==> config.mk <==
export PLATFORM = sky130hd
export DESIGN_NAME = primitive_type_conversion_unit
export DESIGN_NICKNAME = d
export VERILOG_FILES = /design/src/hdl/ptcu_pkg.sv /design/src/hdl/ptcu_norm.sv /design/src/hdl/primitive_type_conversion_unit.sv
export SDC_FILE = /design/constraint.sdc
export NUM_CORES = 2
export LEC_CHECK = 0
export BUFFER_PORTS_ARGS = -buffer_cell sky130_fd_sc_hd__buf_2
export CAP_MARGIN = 20
export CORE_UTILIZATION = 25
export CTS_CLUSTER_SIZE = 8
export DETAILED_ROUTE_END_ITERATION = 10
export HOLD_SLACK_MARGIN = 0.15
export MAX_ROUTING_LAYER = met4
export PLACE_DENSITY = 0.4
export SYNTH_ARGS = -nofsm -noshare
export SYNTH_HDL_FRONTEND = slang
export SYNTH_SLANG_ARGS = --single-unit
==> constraint.sdc <==
create_clock -name clk -period 12.4 [get_ports clk]
set_input_delay 3.72 -clock clk [delete_from_list [all_inputs] [get_ports clk]]
set_output_delay 3.72 -clock clk [all_outputs]
set_load 0.05 [all_outputs]
==> src/hdl/ptcu_pkg.sv <==
`timescale 1ns / 1ps
`default_nettype none
// ----------------------------------------------------------------------------
// ptcu_pkg
// Shared opcodes, result kinds and limits for the conversion unit.
// ----------------------------------------------------------------------------
package ptcu_pkg;

  typedef enum logic [3:0] {
    FN_I2L = 4'd0, FN_I2F = 4'd1, FN_I2D = 4'd2, FN_I2B = 4'd3,
    FN_I2C = 4'd4, FN_I2S = 4'd5, FN_L2I = 4'd6, FN_L2F = 4'd7,
    FN_L2D = 4'd8, FN_F2I = 4'd9, FN_F2L = 4'd10, FN_F2D = 4'd11,
    FN_D2I = 4'd12, FN_D2L = 4'd13, FN_D2F = 4'd14, FN_NONE = 4'd15
  } func_t;

  typedef enum logic [1:0] {
    KIND_INT = 2'd0, KIND_LONG = 2'd1, KIND_FLOAT = 2'd2, KIND_DOUBLE = 2'd3
  } kind_t;

  localparam logic [63:0] LIM_I32_MAX = 64'h0000_0000_7FFF_FFFF;
  localparam logic [63:0] LIM_I32_MIN = 64'h0000_0000_8000_0000;
  localparam logic [63:0] LIM_I64_MAX = 64'h7FFF_FFFF_FFFF_FFFF;
  localparam logic [63:0] LIM_I64_MIN = 64'h8000_0000_0000_0000;

  // Position of the highest set bit (0 when zero).
  function automatic logic [5:0] top_bit(input logic [63:0] m);
    logic [5:0] p;
    p = 6'd0;
    for (int i = 0; i < 64; i++) begin
      if (m[i]) p = 6'(i);
    end
    return p;
  endfunction

endpackage
`default_nettype wire

==> src/hdl/ptcu_norm.sv <==
`timescale 1ns / 1ps
`default_nettype none
// ----------------------------------------------------------------------------
// ptcu_norm
// Registered leading-one search and left shift of a 64-bit magnitude.
// ----------------------------------------------------------------------------
module ptcu_norm (
  input  wire logic        clk,
  input  wire logic [63:0] mag,
  output logic      [63:0] norm,
  output logic       [5:0] msb
);
  logic [5:0] p_stage;
  logic [63:0] mag_stage;

  // search result registered in p_stage, then the shift registered in norm
  always_ff @(posedge clk) begin
    p_stage   <= ptcu_pkg::top_bit(mag);
    mag_stage <= mag;
    norm      <= mag_stage << (6'd63 - p_stage);
    msb       <= p_stage;
  end
endmodule
`default_nettype wire

==> src/hdl/primitive_type_conversion_unit.sv <==
`timescale 1ns / 1ps
`default_nettype none
// ----------------------------------------------------------------------------
// primitive_type_conversion_unit
// Numeric conversion bytecodes (i2l .. d2f) on raw IEEE / two's complement bits.
// ----------------------------------------------------------------------------
// Usage:
//   Command channel: func and operand_bits are taken at a rising edge with
//   start high and busy low. busy is tied low: one item may enter every
//   cycle. Opcode 15 is taken but gives no result.
//   Result channel: result_bits and result_kind are valid for exactly one
//   cycle with done high; the receiver cannot stall.
//   done rises with result_bits once the item has passed the stage registers
//   S1 through S5 in order; the result is registered out of S5.
//   Stages: S1 unpack to sign/magnitude/exponent, S2 leading-one search,
//   S3 normalizing shift, S4 round or integer shift, S5 pack and saturate.
//   Throughput: one item per cycle, set by the fully pipelined datapath.
//   Reset (rst, synchronous) clears the valid bits of all stages; payload
//   registers are not reset.
//   Float sources are widened to the double form in S1 (subnormals after S3), so all
//   float-to-int work shares the double path; integer-to-float shares one normalizer.
// ----------------------------------------------------------------------------
module primitive_type_conversion_unit (
  input  wire logic        clk,
  input  wire logic        rst,
  input  wire logic        start,
  output logic             busy,
  input  wire logic  [3:0] func,
  input  wire logic [63:0] operand_bits,
  output logic             done,
  output logic      [63:0] result_bits,
  output logic       [1:0] result_kind
);
  typedef struct packed {
    logic       v;
    logic [3:0] fn;
    logic       neg;
    logic [63:0] raw;   // source bits (double form for float sources, signed zero for float subnormals)
    logic [63:0] mag;   // integer magnitude, or float subnormal fraction
    logic       fsub;   // float subnormal source
  } s1_t;

  s1_t s1, s2, s3;
  logic [63:0] norm;
  logic [5:0]  msb;

  assign busy = 1'b0;

  // ---------------- S1: unpack
  always_comb begin
    s1_t n;
    logic [31:0] lo;
    logic [7:0]  fe;
    logic [22:0] ff;
    n = '0;
    lo = operand_bits[31:0];
    fe = lo[30:23];
    ff = lo[22:0];
    n.v  = start;
    n.fn = func;
    n.raw = operand_bits;
    unique case (ptcu_pkg::func_t'(func))
      ptcu_pkg::FN_I2F, ptcu_pkg::FN_I2D: begin
        n.neg = lo[31];
        n.mag = lo[31] ? {32'd0, 32'(-lo)} : {32'd0, lo};
      end
      ptcu_pkg::FN_L2F, ptcu_pkg::FN_L2D: begin
        n.neg = operand_bits[63];
        n.mag = operand_bits[63] ? -operand_bits : operand_bits;
      end
      ptcu_pkg::FN_F2I, ptcu_pkg::FN_F2L, ptcu_pkg::FN_F2D: begin
        n.neg = lo[31];
        if (fe == 8'hFF)
          n.raw = {lo[31], 11'h7FF, (ff == 23'd0) ? 52'd0 : {1'b1, ff[21:0], 29'd0}};
        else if (fe == 8'd0) begin
          n.raw  = {lo[31], 63'd0};
          n.fsub = (ff != 23'd0);
          n.mag  = {41'd0, ff};
        end else
          n.raw = {lo[31], (fe[7] ? 4'b1000 : 4'b0111), fe[6:0], ff, 29'd0};
      end
      default: n.neg = operand_bits[63];
    endcase
    // rebuilt exponent for normal floats: e - 127 + 1023
    if ((func == ptcu_pkg::FN_F2I || func == ptcu_pkg::FN_F2L ||
         func == ptcu_pkg::FN_F2D) && fe != 8'hFF && fe != 8'd0)
      n.raw[62:52] = 11'({3'd0, fe} + 11'd896);
    s1 = n;
  end

  s1_t r1;
  always_ff @(posedge clk) begin
    if (rst) r1.v <= 1'b0;
    else     r1.v <= s1.v;
    {r1.fn, r1.neg, r1.raw, r1.mag, r1.fsub} <=
      {s1.fn, s1.neg, s1.raw, s1.mag, s1.fsub};
  end

  // ---------------- S2/S3: normalize (two register stages)
  ptcu_norm u_norm (.clk(clk), .mag(r1.mag), .norm(norm), .msb(msb));

  always_ff @(posedge clk) begin
    if (rst) begin
      s2.v <= 1'b0;
      s3.v <= 1'b0;
    end else begin
      s2.v <= r1.v;
      s3.v <= s2.v;
    end
    {s2.fn, s2.neg, s2.raw, s2.mag, s2.fsub} <=
      {r1.fn, r1.neg, r1.raw, r1.mag, r1.fsub};
    {s3.fn, s3.neg, s3.raw, s3.mag, s3.fsub} <=
      {s2.fn, s2.neg, s2.raw, s2.mag, s2.fsub};
  end

  // float subnormal widened to double: exponent p-149+1023
  logic [63:0] dsrc;
  always_comb begin
    dsrc = s3.raw;
    if (s3.fsub)
      dsrc = {s3.raw[63], 11'({5'd0, msb} + 11'd874), norm[62:11]};
  end

  // ---------------- S4: round / integer shift
  logic        v4, neg4;
  logic [3:0]  fn4;
  logic [63:0] dsrc4, pass4;
  logic [53:0] k4;       // rounded mantissa (int->fp, d2f)
  logic [11:0] e4;       // exponent before packing
  logic        sat4, zero4;
  logic [63:0] mag4;

  logic [53:0] k4_n;
  logic [11:0] e4_n;
  logic        sat4_n, zero4_n;
  logic [63:0] mag4_n;
  logic [63:0] pass4_n;

  always_comb begin
    logic [10:0] de;
    logic [52:0] m;
    logic [63:0] sh;
    logic [63:0] keep, rem, half;
    logic        isfl, tofl;
    logic [6:0]  s;
    logic [53:0] k;
    logic [11:0] e;
    logic        sat, zr;
    logic [63:0] mg;
    logic [10:0] w;
    de = dsrc[62:52];
    m  = {1'b1, dsrc[51:0]};
    k = '0; e = '0; sat = 1'b0; zr = 1'b0; mg = '0;
    keep = '0; rem = '0; half = '0; sh = '0;
    isfl = (s3.fn == ptcu_pkg::FN_I2F || s3.fn == ptcu_pkg::FN_L2F);
    tofl = isfl || s3.fn == ptcu_pkg::FN_I2D || s3.fn == ptcu_pkg::FN_L2D;
    s = '0;
    w = (s3.fn == ptcu_pkg::FN_F2L || s3.fn == ptcu_pkg::FN_D2L) ? 11'd63 : 11'd31;
    if (tofl) begin
      // norm holds the leading one at bit 63
      s = isfl ? 7'd40 : 7'd11;
      keep = norm >> s;
      rem  = norm & ((64'd1 << s) - 64'd1);
      half = 64'd1 << (s - 7'd1);
      k = 54'(keep) + 54'((rem > half || (rem == half && keep[0])) ? 1 : 0);
      e = {6'd0, msb};
      zr = (s3.mag == 64'd0);
    end else if (s3.fn == ptcu_pkg::FN_D2F) begin
      e = 12'({1'b0, de}) - 12'd1023;
      if (de == 11'd0 || de == 11'h7FF) begin
        zr = (de == 11'd0);
      end else if ($signed(e) > 12'sd127) begin
        sat = 1'b1;
      end else if ($signed(e) >= -12'sd126) begin
        s = 7'd29;
      end else begin
        // subnormal: shift = -ue - 97
        sh = {52'd0, 12'(12'd0 - e - 12'd97)};
        if (sh >= 64'd54) zr = 1'b1;
        else s = 7'(sh);
      end
      if (s != 7'd0) begin
        keep = {11'd0, m} >> s;
        rem  = {11'd0, m} & ((64'd1 << s) - 64'd1);
        half = 64'd1 << (s - 7'd1);
        k = 54'(keep) + 54'((rem > half || (rem == half && keep[0])) ? 1 : 0);
      end
    end else begin
      // double -> integer, truncation toward zero
      e = 12'({1'b0, de}) - 12'd1023;
      if (de == 11'h7FF && dsrc[51:0] != 52'd0) zr = 1'b1;
      else if (de == 11'd0 || de < 11'd1023) zr = 1'b1;
      else if (de == 11'h7FF || e >= {1'b0, w}) sat = 1'b1;
      else if (e >= 12'd52) mg = {11'd0, m} << (e - 12'd52);
      else mg = {11'd0, m} >> (12'd52 - e);
    end
    k4_n = k; e4_n = e; sat4_n = sat; zero4_n = zr; mag4_n = mg;
  end

  always_comb begin
    pass4_n = s3.raw;
  end

  always_ff @(posedge clk) begin
    if (rst) v4 <= 1'b0;
    else     v4 <= s3.v;
    fn4 <= s3.fn; neg4 <= s3.neg; dsrc4 <= dsrc; pass4 <= pass4_n;
    k4 <= k4_n; e4 <= e4_n; sat4 <= sat4_n; zero4 <= zero4_n; mag4 <= mag4_n;
  end

  // ---------------- S5: pack
  logic [63:0] r_n;
  ptcu_pkg::kind_t kd_n;
  always_comb begin
    logic [31:0] lo;
    logic [53:0] k;
    logic [11:0] e;
    logic [63:0] sg;
    lo = pass4[31:0];
    k = k4; e = e4;
    r_n = '0;
    sg = '0;
    kd_n = ptcu_pkg::KIND_INT;
    unique case (ptcu_pkg::func_t'(fn4))
      ptcu_pkg::FN_I2L: begin
        r_n = {{32{lo[31]}}, lo}; kd_n = ptcu_pkg::KIND_LONG;
      end
      ptcu_pkg::FN_I2B: r_n = {32'd0, {24{lo[7]}}, lo[7:0]};
      ptcu_pkg::FN_I2C: r_n = {48'd0, lo[15:0]};
      ptcu_pkg::FN_I2S: r_n = {32'd0, {16{lo[15]}}, lo[15:0]};
      ptcu_pkg::FN_L2I: r_n = {32'd0, lo};
      ptcu_pkg::FN_I2F, ptcu_pkg::FN_L2F: begin
        kd_n = ptcu_pkg::KIND_FLOAT;
        if (k[24]) begin k = k >> 1; e = e + 12'd1; end
        if (!zero4)
          r_n = {32'd0, neg4, 8'(e + 12'd127), k[22:0]};
      end
      ptcu_pkg::FN_I2D, ptcu_pkg::FN_L2D: begin
        kd_n = ptcu_pkg::KIND_DOUBLE;
        if (k[53]) begin k = k >> 1; e = e + 12'd1; end
        if (!zero4)
          r_n = {neg4, 11'(e + 12'd1023), k[51:0]};
      end
      ptcu_pkg::FN_F2D: begin
        kd_n = ptcu_pkg::KIND_DOUBLE; r_n = dsrc4;
      end
      ptcu_pkg::FN_D2F: begin
        kd_n = ptcu_pkg::KIND_FLOAT;
        if (dsrc4[62:52] == 11'h7FF)
          r_n = {32'd0, neg4, 8'hFF,
                 (dsrc4[51:0] == 52'd0) ? 23'd0 : {1'b1, dsrc4[50:29]}};
        else if (zero4) r_n = {32'd0, neg4, 31'd0};
        else if (sat4) r_n = {32'd0, neg4, 8'hFF, 23'd0};
        else if ($signed(e) >= -12'sd126) begin
          if (k[24]) begin k = k >> 1; e = e + 12'd1; end
          if ($signed(e) > 12'sd127) r_n = {32'd0, neg4, 8'hFF, 23'd0};
          else r_n = {32'd0, neg4, 8'(e + 12'd127), k[22:0]};
        end else
          r_n = {32'd0, neg4, 31'(k)};
      end
      ptcu_pkg::FN_F2I, ptcu_pkg::FN_D2I, ptcu_pkg::FN_F2L, ptcu_pkg::FN_D2L: begin
        if (fn4 == ptcu_pkg::FN_F2L || fn4 == ptcu_pkg::FN_D2L) begin
          kd_n = ptcu_pkg::KIND_LONG;
          if (zero4) r_n = '0;
          else if (sat4) r_n = neg4 ? ptcu_pkg::LIM_I64_MIN : ptcu_pkg::LIM_I64_MAX;
          else r_n = neg4 ? -mag4 : mag4;
        end else begin
          if (zero4) r_n = '0;
          else if (sat4) r_n = neg4 ? ptcu_pkg::LIM_I32_MIN : ptcu_pkg::LIM_I32_MAX;
          else begin
            sg = neg4 ? -mag4 : mag4;
            r_n = {32'd0, sg[31:0]};
          end
        end
      end
      default: r_n = '0;
    endcase
  end

  always_ff @(posedge clk) begin
    if (rst) done <= 1'b0;
    else     done <= v4 && (fn4 != ptcu_pkg::FN_NONE);
    result_bits <= r_n;
    result_kind <= kd_n;
  end

endmodule
`default_nettype wire

==> flow_summary.yaml <==
outcome:
  outcome: "finished clean"
cts:
  clockRootBuffer: "clkbuf_16"
  hold_buffers: 0
  cts-resized-gates: 0
  clk_latency_ns: 0.76
  numCtsBuffers: 111
  path_clk_slew_ns: 0.05
  postCtsSetupBuffers: 0
  clock_path_buffers: 3
  htree_levels: 3
  cts_tree: "yes"
  cts_sinks: 782
synthesis:
  synth_flop_cell: "dfxtp_1"
  avgSynthCellArea_sq_um: 7.82
  syn_area_sq_mm: 0.0468
  syn_nets: 6134
  yosysUniqueCellTypes: 126
  ys_ff_latch: 782
  ys_seq_area_frac: 0.335
  yosys_warnings: 0
  yosys-top-cells-count: "dfxtp_1, nand2_1, nor2_1, o21ai_0, a21oi_1"
  synthCells: 5980
  synth-edff-count: 0
  yosysTopAreaCellShare: 0.335
  yosysTopAreaCell: "dfxtp_1"
  ys_async_sr_fraction: 0
  synthTopCellsByArea: "dfxtp_1, nand2_1, mux2i_1"
  yosysMostFrequentCell: "dfxtp_1"
power_and_ir_drop:
  p_seq_frac: 0.344
  combPwrFrac: 0.359
  power.density_mw_per_mm2: 174
  total_power_mw: 9.35
  intPower_mw: 5.38
  p_sw_frac: 0.424
  p_leak_nw: 19.7
  p_sw_mw: 3.96
  clkPwrFrac: 0.296
  ir_drop_mv: 0.114
detailed_routing:
  routed_wl_um: 290000
  drt_iter0_drc: 5472
  drt-pass1-iter-count: 6
  num_vias: 48492
  drc: 0
  wire_per_inst_um: 34.1
  via_per_inst: 5.69
  drtAntennaViolNets: 0
die:
  die_h_um: 435
  die_area_sq_mm: 0.189
  die_x_um: 435
  io_pins: 139
  num_rows: 158
  core_sq_mm: 0.186
  start_util: 0.252
sta:
  rsz0062_at_grt: "false"
  max_freq_mhz: 87.1
  finalCriticalPeriod_ns: 11.48
  clock_skew_ns: 0.0464
  fin_tns_setup_ns: 0
  fin_crit_sh: 0.926
  slew_violations: 0
  slew_headroom: 0.200
  finalHoldViolCount: 0
  tightest_slew_ns: 1.19
  layout_setup_ws_ns: 0.920
  report.final.setup_viol: 0
min_path:
  min-delay-start: "s2[65]"
  hp-class: "flop to flop"
global_routing:
  grt_pass1_vias: 45988
  grt_max_degree: 76
  grt.total_usage: 0.308
  grt_pass1_wl_um: 391000
  antenna_found_initial: 26
  overflow: 0
place:
  dp_cells: 8380
  dp_slack_ns: 1.18
  gp_congestion: 1.02
  dp_hpwl_um: 232000
  io_buffers: 137
layout:
  nets: 6169
  final_util: 0.290
  regArea_sq_mm: 0.0157
  layout.cells.non_filler: 8529
  drive_gt1_frac: 0.117
  multi_input_area_sq_mm: 0.0293
  area_growth_pct: 15.0
  fillCellCount: 20137
worst_setup_path:
  critical_path_class: "flop to flop"
  crit_start: "s3[0]"
  crit_path_frequent_cell: "ha_1"
  cp.required_ns: 13.07
  crit_path_end_kind: "flop"
  cp_max_fo: 43
  cp_slowest_cell: "buf_4"
  rr_startpoint: "s3[0]"
  arrival_ns: 12.15
  slowest_delay_ns: 0.55
  startpoint_type: "flop"
run:
  cap_violations: 0
per-layer routing:
layer / track usage / up-vias / wire length [um]
met5: - / - / 0
met4: 0.219 / 0 / 24800
met3: 0.0456 / 680 / 17800
met2: 0.473 / 2286 / 129000
met1: 0.369 / 23715 / 118000
li1: - / 21811 / -
through the flow:
stage	instance area, sq um	hold WS, ns
after floorplan	46800	0.310
after global placement	50600	0.310
after detailed placement	50700	0.312
after CTS	53700	0.315
after global routing	53800	0.327
final	53800	0.312
cell type report:
type                       instances  share of cell area
timing repair buffer             340              0.0410
clock inverter                    13             0.00368
multi-input combinational       4661               0.544
inverter                         119             0.00845
antenna                            9            0.000419
tap                             2480              0.0577
clock buffer                     125              0.0534
sequential                       782               0.291
cells in the final DEF, fill, tap and decap left out, drive strengths merged, types with 147 or more instances in the layout:
cell type | netlist | layout
nand2 | 748 | 748
a21oi | 397 | 397
nor2 | 624 | 624
dfxtp | 782 | 782
xnor2 | 147 | 147
mux2i | 263 | 263
buf | 122 | 339
nor3 | 148 | 148
o21ai | 518 | 518
nand3 | 252 | 252
power groups by stage:
stage	Clock (mW)	Sequential, mW	Combinational [mW]
6_report	2.77	3.22	3.36
5_1_grt	2.93	3.23	3.52
4_1_cts	2.82	3.21	3.29
3_5_place_dp	0	3.26	3.27
3_3_place_gp	0	3.26	3.31
2_1_floorplan	0	3.05	1.96
kinds of logic after synthesis:
logic type | share of synthesized area
other | 0.0000802
XOR/XNOR | 0.0446
adder cells (fa/ha/maj) | 0.0224
buffers and inverters | 0.0461
flip-flops | 0.335
AO/OA/AOI/OAI | 0.236
AND/OR/NAND/NOR | 0.230
multiplexers | 0.0854
worst max-delay path, delay by kind of cell (launching register included):
kind	cells	cell delay, ns
XOR/XNOR	1	0.17
flip-flops	1	0.38
AO/OA/AOI/OAI	12	2.61
buffers and inverters	7	1.42
adder cells (fa/ha/maj)	6	1.80
AND/OR/NAND/NOR	20	4.96
final timing paths:
path | slack, ns | cells after the start | end
worst max-delay path | 0.92 | 46 | k4[44]
worst min-delay path | 0.31 | 0 | pass4_n[0]
worst max register to register | 0.92 | 46 | k4[44]
worst min register to register | 0.31 | 0 | pass4_n[0]
state kept, by name, indices dropped and copies added, names as in the netlist, 2 cells and up:
register / count
u_norm.p_stage: 6
u_norm.mag_stage: 64
result_bits: 64
k4: 54
u_norm.norm: 64
e4: 12
fn4: 4
s3: 71
pass4_n: 64
pass4: 32
result_kind: 2
dsrc4: 64
u_norm.msb: 6
mag4: 64
s2: 71
r1: 135
No activity file was read; power rests on OpenSTA's default activity.
